--- src/sv/assert_macros.svh ---
// ---------------------------------------------------------------------------
// Assertion macros used by the top-level RTL file
// ---------------------------------------------------------------------------
`ifndef ASSERT_MACROS_SVH
`define ASSERT_MACROS_SVH

// Check a property on every rising edge, ignored while reset is asserted
`define ASSERT_PROP(lbl, clk, rst_n, prop, msg) \
	lbl: assert property (@(posedge clk) disable iff (!rst_n) prop) else $error(msg);

// Check that a condition never holds outside reset
`define ASSERT_NEVER(lbl, clk, rst_n, expr, msg) \
	`ASSERT_PROP(lbl, clk, rst_n, !(expr), msg)

`endif

--- src/sv/ipr_pkg.sv ---
// ---------------------------------------------------------------------------
// ipr_pkg
// Shared constants and command/status types of the address range table.
// ---------------------------------------------------------------------------
package ipr_pkg;

	// Default table depth
	localparam int TABLE_ENTRIES_DFLT = 256;

	// Result status codes
	localparam logic [2:0] ST_INSERTED  = 3'd0;
	localparam logic [2:0] ST_DUPLICATE = 3'd1;
	localparam logic [2:0] ST_FULL      = 3'd2;
	localparam logic [2:0] ST_HIT       = 3'd3;
	localparam logic [2:0] ST_MISS      = 3'd4;

	// Operation codes
	localparam logic OP_INSERT = 1'b0;
	localparam logic OP_LOOKUP = 1'b1;

	// Controller to datapath commands
	typedef struct packed {
		logic load;    // capture the item, restart the scan
		logic issue;   // read the next stored entry
		logic finish;  // resolve the item and emit its result
	} ipr_cmd_t;

	// Datapath to controller status
	typedef struct packed {
		logic empty;   // no entry stored
		logic last;    // current read address is the last stored entry
	} ipr_sts_t;

endpackage

--- src/sv/ipr_ctrl.sv ---
// ---------------------------------------------------------------------------
// ipr_ctrl
// Sequencer: accepts an item, drives the scan over the stored entries,
// waits for the last compare and triggers the result.
// ---------------------------------------------------------------------------
module ipr_ctrl (
	input  logic             clk,
	input  logic             arst_n,
	input  logic             start,
	output logic             busy,
	input  ipr_pkg::ipr_sts_t sts,
	output ipr_pkg::ipr_cmd_t cmd
);

	typedef enum logic [3:0] {
		S_IDLE   = 4'b0001,
		S_SCAN   = 4'b0010,
		S_DRAIN  = 4'b0100,
		S_FINISH = 4'b1000
	} state_t;

	state_t state_q;
	state_t state_d;

	// Next state and commands
	always_comb begin
		state_d    = state_q;
		cmd.load   = 1'b0;
		cmd.issue  = 1'b0;
		cmd.finish = 1'b0;
		case (state_q)
			S_IDLE: begin
				if (start) begin
					cmd.load = 1'b1;
					state_d  = sts.empty ? S_DRAIN : S_SCAN;
				end
			end
			S_SCAN: begin
				cmd.issue = 1'b1;
				if (sts.last) begin
					state_d = S_DRAIN;
				end
			end
			S_DRAIN: begin
				state_d = S_FINISH;
			end
			S_FINISH: begin
				cmd.finish = 1'b1;
				state_d    = S_IDLE;
			end
			default: begin
				state_d = S_IDLE;
			end
		endcase
	end

	// State register
	always_ff @(posedge clk or negedge arst_n) begin
		if (!arst_n) begin
			state_q <= S_IDLE;
		end else begin
			state_q <= state_d;
		end
	end

	assign busy = (state_q != S_IDLE);

endmodule

--- config.mk ---
export PLATFORM = sky130hd
export DESIGN_NAME = ipr_ctrl
export DESIGN_NICKNAME = d
export VERILOG_FILES = /design/src/sv/assert_macros.svh /design/src/sv/ipr_pkg.sv /design/src/sv/ipr_ctrl.sv
export SDC_FILE = /design/constraint.sdc
export NUM_CORES = 1
export LEC_CHECK = 0
export BUFFER_PORTS_ARGS = -buffer_cell sky130_fd_sc_hd__buf_2
export CAP_MARGIN = 20
export CORE_AREA = 5 5 42 44
export DETAILED_ROUTE_END_ITERATION = 10
export DIE_AREA = 0 0 47 49
export GPL_TIMING_DRIVEN = 0
export PLACE_DENSITY = 0.41
export REMOVE_ABC_BUFFERS = 1
export SLEW_MARGIN = 20
export SYNTH_ARGS = -nofsm -noshare
export SYNTH_HDL_FRONTEND = slang
export SYNTH_SLANG_ARGS = --single-unit
--- constraint.sdc ---
create_clock -name clk -period 1.46 [get_ports clk]
set_clock_uncertainty 0.15 [all_clocks]
set_input_delay 0.292 -clock clk [delete_from_list [all_inputs] [get_ports clk]]
set_output_delay 0.292 -clock clk [all_outputs]
set_load 0.005 [all_outputs]
## Yosys cells after proc, flatten, opt, wreduce, memory -nomap -nowiden

Cells that the tools add are included.

- Eq/ne operators: 7
- Mux-type cells: 8
- Reduce and logical (&&, ||, !) cells: 1

Operators by type and width:

| operator | number |
|---|---|
| 4-bit one-hot mux with 3 select lines | 1 |
| 4-bit two-way mux | 2 |
| 4-bit by 1-bit == test with 1-bit output, second input constant | 1 |
| 4-bit by 2-bit == test with 1-bit output, second input constant | 1 |
| 4-bit by 3-bit == test with 1-bit output, second input constant | 1 |
| 4-bit == test, second input constant | 1 |
| 1-bit two-way mux | 4 |
| 2-bit != test, second input constant | 2 |
| 4-bit by 1-bit != test with 1-bit output, second input constant | 1 |
| 3-bit two-way mux | 1 |
| 2-bit AND reduction | 1 |

- Register bits after elaboration: 4
- Bits of input ports: 5
- Output and inout bits: 4
- Logic and storage cells: 17

## Logic depth before layout (Yosys ltp)

Gate-level depths: netlist of run 1.

- Depth in word-level cells: 3
- Mapped depth: 3

## Worst setup path before layout of run 1

No wires, ideal clock.

- Path kind: register -> output
- Start point: register state_q[0]
- End point: output port cmd[2] in the netlist's numbering
- Arrival: 1.001 ns
- Setup slack: 0.017 ns
- Stages on the path, launching flop included: 4
- Path buffers: 1
- Cells stage by stage: dfstp_2 > buf_2 > nor2b_1 > and3_1

RTL lines:

| element | line | text |
|---|---|---|
| start, declared | ipr_ctrl.sv:22 | `state_t state_q;` |
| start signal, assigned | ipr_ctrl.sv:62 | `state_q <= state_d;` |
| end, declared | ipr_ctrl.sv:12 | `output ipr_pkg::ipr_cmd_t cmd` |

==> results of run 1 <==
-- per-stage QoR --
stage | worst slack [ns] | utilization, % | setup TNS [ns]
after floorplan | 0.0936 | - | 0
after global placement | -0.0309 | 19.8 | -0.0309
final | -0.137 | 27.2 | -0.372
after detailed placement | -0.0480 | 19.8 | -0.0480
after CTS | -0.151 | 26.9 | -0.397
after global routing | -0.202 | 27.2 | -0.587
-- power by group --
group | leakage [uW] | internal, uW | switching, uW
clock | 0.0000150 | 103 | 45.3
sequential | 0.0000482 | 153 | 44.5
combinational | 0.000116 | 165 | 107
total | 0.000179 | 420 | 197
-- worst max-delay path, stage by stage (launching register included) --
cell and delay (ns):
dfstp_2 0.53, nor2b_4 0.15, and3_1 0.14, buf_2 0.10
-- layer usage --
| layer | global-route usage, % | vias up | share of wire, % |
|---|---|---|---|
| li1 | - | 113 | - |
| met4 | 5.53 | 0 | 2.8 |
| met1 | 5.35 | 102 | 37 |
| met2 | 8.82 | 7 | 50 |
| met5 | 0 | - | 0 |
| met3 | 1.48 | 2 | 9.5 |
-- worst max path at each step --
stage / slack (ns) / end / cells past startpoint
floorplan: 0.09 / cmd[2] / 2
global placement: -0.03 / cmd[2] / 3
detailed placement: -0.05 / cmd[2] / 3
CTS: -0.15 / cmd[2] / 3
global route: -0.20 / cmd[2] / 3
finish: -0.14 / cmd[2] / 3
-- cell usage in the layout (no fill, tap or decap) --
cell,instances
buf_2,8
buf_4,5
clkbuf_4,3
nor4b_2,2
dfrtp_2,2
nor2_4,1
nor2b_4,1
nand2_1,1
and3_1,1
xor2_1,1
nor2_1,1
a32oi_1,1
nand4b_1,1
nand3b_1,1
a21boi_1,1
nor4bb_1,1
nor3b_1,1
o21a_1,1
nor4b_1,1
clkbuf_1,1
dlygate4sd3_1,1
dfstp_2,1
dfrtp_1,1
-- area by class of cell --
type	instances	area, um^2	share of cell area [%]
Multi-Input combinational cell	16	144	37.7
Clock buffer	4	26.3	6.89
Sequential cell	4	104	27.2
Tap cell	16	20.0	5.25
Timing Repair Buffer	14	87.6	23.0
-- repair_timing --
action | 4_1_cts | 5_1_grt
resized for setup | 7 | 1
gates cloned | 0 | 0
pin swaps | 3 | 0
setup buffers | 5 | 0
endpoints found under the hold margin | 4 | 0
endpoints found under the setup margin | 4 | 4
hold buffers | 1 | 0
-- logic make-up (layout without fill, tap and decap cells) --
| kind of cell | Yosys count | in the layout | synth area share (%) |
|---|---|---|---|
| AND/OR/NAND/NOR | 12 | 12 | 35.8 |
| flip-flops | 4 | 4 | 43.3 |
| AO/OA/AOI/OAI | 3 | 3 | 10.2 |
| buffers and inverters | 2 | 18 | 6.95 |
| XOR/XNOR | 1 | 1 | 3.74 |
==> results.yml, run 1 <==
drt:
  firstDrtPassIters: 4
  drt_iter0_drc: 3
  vias_per_cell: 4.15
  ant_nets: 0
  routedWlPerCell_um: 10.1
  via_count: 224
  drc: 0
  totalWireLength_um: 545
place:
  placed_cells: 44
  hpwl_um: 364
  dpl_cell_area_um2: 278
  port-buffer-count: 8
  place_congestion: 0.644
critical_path:
  worstSetupStartpoint: "state_q[0]"
  rr_startpoint: "state_q[1]"
  reg2reg_slack_ns: 0.23
  critPathKind: "reg2out"
  end_kind: "output pin"
  start_kind: "flop"
  r2r_end: "state_q[1]"
  cp.arrival_ns: 1.15
  reg2reg_depth: 3
  cp_data_required_time_ns: 1.02
  cp_max_fo: 3
global_route:
  antenna_found_initial: 0
  grt_pass1_vias: 243
  grt_pass1_wl_um: 903
  globalRouteTotalUtil_pct: 5.59
  gr-total-overflow: 0
  grt_max_degree: 6
hold_path:
  hold_class: "in2reg"
  hold-path-cell-count: 2
  min_from: "start"
  hold_end: "state_q[0]"
timing:
  setup-violations-final: 4
  rsz0062_at_grt: "yes"
  fin_ws_ns: -0.137
  slew_headroom_pct: 81.6
  max_freq_mhz: 626
  whs_ns: 0.126
  slew_viol_final: 0
  fin_crit_sh_pct: 109
  period_needed_ns: 1.60
  tightest_slew_ns: 0.272
  hold_violations: 0
power:
  pwr_density_cell_nw_per_um2: 1620
  power_uw: 617
  cellLeakagePower_uw: 0.000179
  vdd_drop_max_mv: 0.636
logic_synthesis:
  async_reset_ff_share_pct: 100
  synth_warnings: 0
  synth-edff-count: 0
  syn-instance-count: 22
  ys_top_cells_by_count: "3 x dfrtp_1, 3 x nor4b_1, 2 x nor2_1"
  yosys-top-cells-area: "dfrtp_1 32%, dfstp_2 11%, nor4b_1 11%"
  synth_area_per_cell_um2: 10.6
  synth_top_cell_by_area: "dfrtp_1"
  synth_seq_cells: 4
  synthDistinctLibCells: 17
  synth_top_cell_area_share_pct: 32.1
  ys_seq_area_share_pct: 43.3
  netlist_area_um2: 234
  ys.flop_type: "dfrtp_1"
clock_tree:
  cts_buffers: 3
  clk_latency_ns: 0.24
  htreeDepth: 1
  cts_tree: "built"
  cts.clk_slew.worst_paths_ns: 0.03
  cts_root_buf: "clkbuf_4"
  clockBufferDepth: 2
  clkSinkCount: 4
final_layout:
  top_register: "state_q"
  num-fill-cells: 166
  top_regs: "state_q: 4 flops"
  diodes: 0
  layout.cells.non_filler: 54
  areaGrowthSynthToFinish_pct: 63.1
  largest_reg_flops: 4
  fin_area_um2: 382
  num-nets-final: 44
  drive_gt1_share_pct: 60.5
outcome:
  violations: "negative setup slack"
  status: "finished with violations"
floorplanning:
  num_rows: 14
  io_pins: 9
  die_y_um: 49
  start_util_pct: 16.7
  core_um2: 1400
  die_w_um: 47
  dieArea_um2: 2300
run:
  maxCapViolCount: 0
Note: power is estimated with default switching activity, not from simulation.
==> run 2, diff against run 1 <==
Settings changed: ABC_AREA from default to 1, PLACE_DENSITY 0.41 to 0.4.
==> results.yml, run 2 <==
critical_path:
  cp.arrival_ns: 1.16
  end_kind: "output pin"
  cp_data_required_time_ns: 1.02
  start_kind: "flop"
  critPathKind: "reg2out"
  cp_max_fo: 4
drt:
  ant_nets: 0
  routedWlPerCell_um: 9.11
  drc: 0
  drt_iter0_drc: 2
  totalWireLength_um: 565
  vias_per_cell: 3.94
  via_count: 244
  firstDrtPassIters: 3
hold_path:
  hold_class: "in2reg"
final_layout:
  layout_common_cells: "7 x buf_2, 5 x buf_4, 4 x nand2_1, 4 x inv_1"
  areaGrowthSynthToFinish_pct: 73.9
  top_regs: "state_q: 4 flops"
  largest_reg_flops: 4
  top_register: "state_q"
  num-nets-final: 52
  diodes: 0
  drive_gt1_share_pct: 58.7
  num-fill-cells: 158
  mostFrequentLayoutCell: "buf_2"
  finish.utilization_pct: 27.9
logic_synthesis:
  yosys-top-cells-area: "dfrtp_1 33%, dfstp_2 12%, inv_1 10%"
  synth_warnings: 0
  synth_top_cell_area_share_pct: 33.3
  synth_area_per_cell_um2: 8.04
  ys_top_cells_by_count: "6 x inv_1, 4 x nand2_1, 4 x nand3_1"
  synth_top_cell_by_area: "dfrtp_1"
  synth-edff-count: 0
  syn-instance-count: 28
  synth_seq_cells: 4
  synthDistinctLibCells: 14
  ys.flop_type: "dfrtp_1"
  ys_seq_area_share_pct: 45.0
  yosysMostFrequentCell: "inv_1"
  netlist_area_um2: 225
  async_reset_ff_share_pct: 100
power:
  vdd_drop_max_mv: 0.510
  pwr_density_cell_nw_per_um2: 2010
  cellLeakagePower_uw: 0.000214
floorplanning:
  dieArea_um2: 2300
  io_pins: 9
  num_rows: 14
  core_um2: 1400
  die_w_um: 47
  die_y_um: 49
  start_util_pct: 16.1
global_route:
  grt_pass1_vias: 249
  globalRouteTotalUtil_pct: 6.21
  gr-total-overflow: 0
  grt_max_degree: 6
  grt_pass1_wl_um: 979
  antenna_found_initial: 0
timing:
  fin_crit_sh_pct: 110
  max_freq_mhz: 624
  rsz0062_at_grt: "yes"
  setup-violations-final: 4
  hold_violations: 0
  slew_headroom_pct: 88.2
  fin_ws_ns: -0.142
  slew_viol_final: 0
  period_needed_ns: 1.60
  tightest_slew_ns: 0.176
clock_tree:
  cts_root_buf: "clkbuf_4"
  cts_buffers: 3
  cts.clk_slew.worst_paths_ns: 0.04
  cts_tree: "built"
  clkSinkCount: 4
  htreeDepth: 1
  clockBufferDepth: 2
  clk_latency_ns: 0.24
outcome:
  violations: "negative setup slack"
  status: "finished with violations"
run:
  maxCapViolCount: 0
place:
  hpwl_um: 408
  preCtsSetupSlack_ns: 0.0183
  place_congestion: 0.635
  port-buffer-count: 8
run 2: cell count changes after synthesis, sizes merged, moves of 2 or more:
cell   change
nor4b      -3
buf        -2
nor2       +2
inv        +7
nand3      +5
nand2      +3
run 2: metrics by stage:
stage / power [uW] / area, um^2 / std cells / setup TNS (ns) / hold WS [ns]
finish: 788 / 392 / 62 / -0.427 / 0.0964
global route: 858 / 392 / 62 / -0.677 / 0.119
CTS: 772 / 369 / 61 / -0.487 / 0.0975
detailed placement: 488 / 285 / 52 / 0 / -0.0490
global placement: 487 / 285 / 52 / 0 / -0.0499
floorplan: 401 / 225 / 28 / 0 / -0.154
run 2: layout make-up:
type	count	area, um^2	area share [%]
Inverter	7	26.3	6.71
Sequential cell	4	103	26.2
Multi-Input combinational cell	17	123	31.3
Timing Repair Buffer	14	93.8	24.0
Clock buffer	4	26.3	6.71
Tap cell	16	20.0	5.11
run 2: cell families after synthesis:
kind of cell	after synthesis	synth area share, %
flip-flops	4	45.0
buffers and inverters	7	11.7
AND/OR/NAND/NOR	16	41.1
AO/OA/AOI/OAI	1	2.22
run 2: per-layer routing:
layer / vias to the layer above / share of wire [%] / track usage (%)
li1: 126 / - / -
met1: 111 / 38 / 5.97
met2: 5 / 56 / 8.82
met3: 2 / 3.9 / 2.58
met4: 0 / 1.8 / 6.91
met5: - / 0 / 0
run 2: path summary, 6_finish.rpt:
check | startpoint | to | slack (ns) | depth (start not counted)
max | state_q[0] | cmd[2] | -0.14 | 5
max in group asynchronous | arst_n | state_q[0] | 0.72 | 2
min in group asynchronous | arst_n | state_q[2] | 0.24 | 2
min | sts[1] | state_q[1] | 0.1 | 2
max reg2reg | state_q[3] | state_q[2] | 0.21 | 6
min reg2reg | state_q[2] | state_q[1] | 0.47 | 3
run 2: timing repair:
| action | CTS | global route |
|---|---|---|
| hold endpoints to repair | 4 | 0 |
| pin swaps | 3 | 3 |
| gates resized for setup | 5 | 3 |
| endpoints found under the setup margin | 4 | 4 |
| buffers inserted | 4 | 1 |
| hold buffers | 1 | 0 |
run 2: critical path, cell delays in order (launching register included):
cell and delay, ns:
dfstp_2 0.53, inv_2 0.06, nor2_4 0.11, nand3_2 0.08, inv_1 0.05, buf_2 0.10
run 2: where the power goes:
part | switching [uW] | total [uW] | internal, uW
combinational | 218 | 423 | 205
sequential | 46.9 | 212 | 165
clock | 49.8 | 153 | 103
total | 315 | 788 | 473
==> run 3, diff against run 2 <==
Settings changed: CORE_AREA 5 5 42 44 to 2 2 39 41, DIE_AREA 0 0 47 49 to 0 0 41 43.
==> results.yml, run 3 (synthesis results as in run 2) <==
power:
  cellLeakagePower_uw: 0.000211
  power_frac_clock_pct: 19.5
  p_sw_uw: 303
  pwr-share-seq_pct: 27.2
  vdd_drop_max_mv: 0.564
  pwr_density_cell_nw_per_um2: 2100
  power_uw: 778
  p_int_uw: 475
  comb_power_share_pct: 53.3
  p_sw_share_pct: 39.0
clock_tree:
  clockBufferDepth: 2
  cts_root_buf: "clkbuf_4"
  cts_buffers: 3
  htreeDepth: 1
  cts_tree: "built"
  clk_latency_ns: 0.24
  clkSinkCount: 4
  cts.clk_slew.worst_paths_ns: 0.03
floorplanning:
  die_y_um: 43
  start_util_pct: 16.3
  die_w_um: 41
  dieArea_um2: 1760
  num_rows: 14
  io_pins: 9
  core_um2: 1380
critical_path:
  start_kind: "flop"
  critPathBufInv: 3
  cp_max_fo: 4
  critPathKind: "reg2out"
  cp_data_required_time_ns: 1.02
  reg2reg_depth: 6
  worstSetupStartpoint: "state_q[0]"
  end_kind: "output pin"
  path_depth: 5
  cp.arrival_ns: 1.21
  critPathSlowestCell: "dfstp_2"
  path_cells: "inv_2, nor2_4, nand3_2, inv_2, buf_6"
  rr_startpoint: "state_q[0]"
  reg2reg_slack_ns: 0.14
  worst_path_most_repeated_cell: "inv_2"
  max_stage_delay_ns: 0.53
  cp_top_family: "flip-flops"
  r2r_end: "state_q[2]"
timing:
  rsz0062_at_grt: "yes"
  period_needed_ns: 1.65
  slew_viol_final: 0
  hold_violations: 0
  fin_crit_sh_pct: 113
  fin_ws_ns: -0.194
  setup-violations-final: 4
  slew_headroom_pct: 84.6
  max_freq_mhz: 604
  tns_ns: -0.630
  tightest_slew_ns: 0.229
final_layout:
  largest_reg_flops: 4
  areaGrowthSynthToFinish_pct: 64.4
  num-nets-final: 51
  mostFrequentLayoutCell: "buf_2"
  diodes: 0
  top_register: "state_q"
  top_regs: "state_q: 4 flops"
  layout_common_cells: "7 x buf_2, 5 x inv_1, 4 x buf_4"
  drive_gt1_share_pct: 53.3
place:
  place_congestion: 0.657
  preCtsSetupSlack_ns: 0.0243
  port-buffer-count: 8
  hpwl_um: 385
drt:
  firstDrtPassIters: 4
  drt_iter0_drc: 3
  drc: 0
  ant_nets: 0
  via_count: 243
  totalWireLength_um: 523
  routedWlPerCell_um: 8.57
  vias_per_cell: 3.98
outcome:
  violations: "negative setup slack"
  status: "finished with violations"
global_route:
  use_met2_pct: 9.06
  globalRoute.busiestLayer: "met1"
  globalRouteTotalUtil_pct: 8.57
  grt_util_met1_pct: 10.4
  gr-total-overflow: 0
  grt_pass1_wl_um: 890
  grt_max_degree: 7
  grt_use_met3_pct: 4.71
  grt_pass1_vias: 225
  antenna_found_initial: 0
hold_path:
  hold_end: "state_q[1]"
  hold_class: "in2reg"
  hold-path-cell-count: 2
  min_from: "sts[1]"
run:
  maxCapViolCount: 0
[run 3: what timing repair did]
item | in CTS | in global routing
buffers inserted | 2 | 2
pin swaps | 0 | 2
hold buffers | 1 | 0
resized for setup | 3 | 2
endpoints found under the setup margin | 4 | 4
hold endpoints to repair | 4 | 0
[run 3: final cells by class]
| cell class | instances | area (um^2) |
|---|---|---|
| Inverter | 7 | 26.3 |
| Sequential cell | 4 | 101 |
| Tap cell | 16 | 20.0 |
| Clock buffer | 4 | 26.3 |
| Multi-Input combinational cell | 17 | 110 |
| Timing Repair Buffer | 13 | 86.3 |
| Fill cell | 157 | 1010 |
[run 3: power by group through the flow]
stage	clock network (uW)	registers (uW)	logic (uW)
floorplan	0	205	196
global placement	0	213	277
detailed placement	0	213	271
CTS	159	211	347
global route	173	221	462
finish	152	211	414
[run 3: worst max-delay path by stage]
stage	slack [ns]	end
after floorplan	0.17	cmd[2]
after global placement	0.02	cmd[2]
after detailed placement	0.02	cmd[2]
after CTS	-0.18	cmd[2]
after global routing	-0.25	cmd[2]
final	-0.19	cmd[2]
[run 3: metal layers]
layer / vias to the layer above / share of wire, %
li1: 123 / -
met1: 105 / 42
met3: 3 / 11
met5: - / 0
met4: 0 / 5.2
met2: 12 / 42
[run 3: stage by stage]
stage / instances / hold WS [ns] / instance area (um^2) / util [%]
after floorplan: 28 / -0.154 / 225 / -
after global placement: 52 / -0.0456 / 285 / 20.6
after detailed placement: 52 / -0.0468 / 285 / 20.6
after CTS: 59 / 0.103 / 349 / 25.2
after global routing: 61 / 0.113 / 370 / 26.8
final: 61 / 0.106 / 370 / 26.8
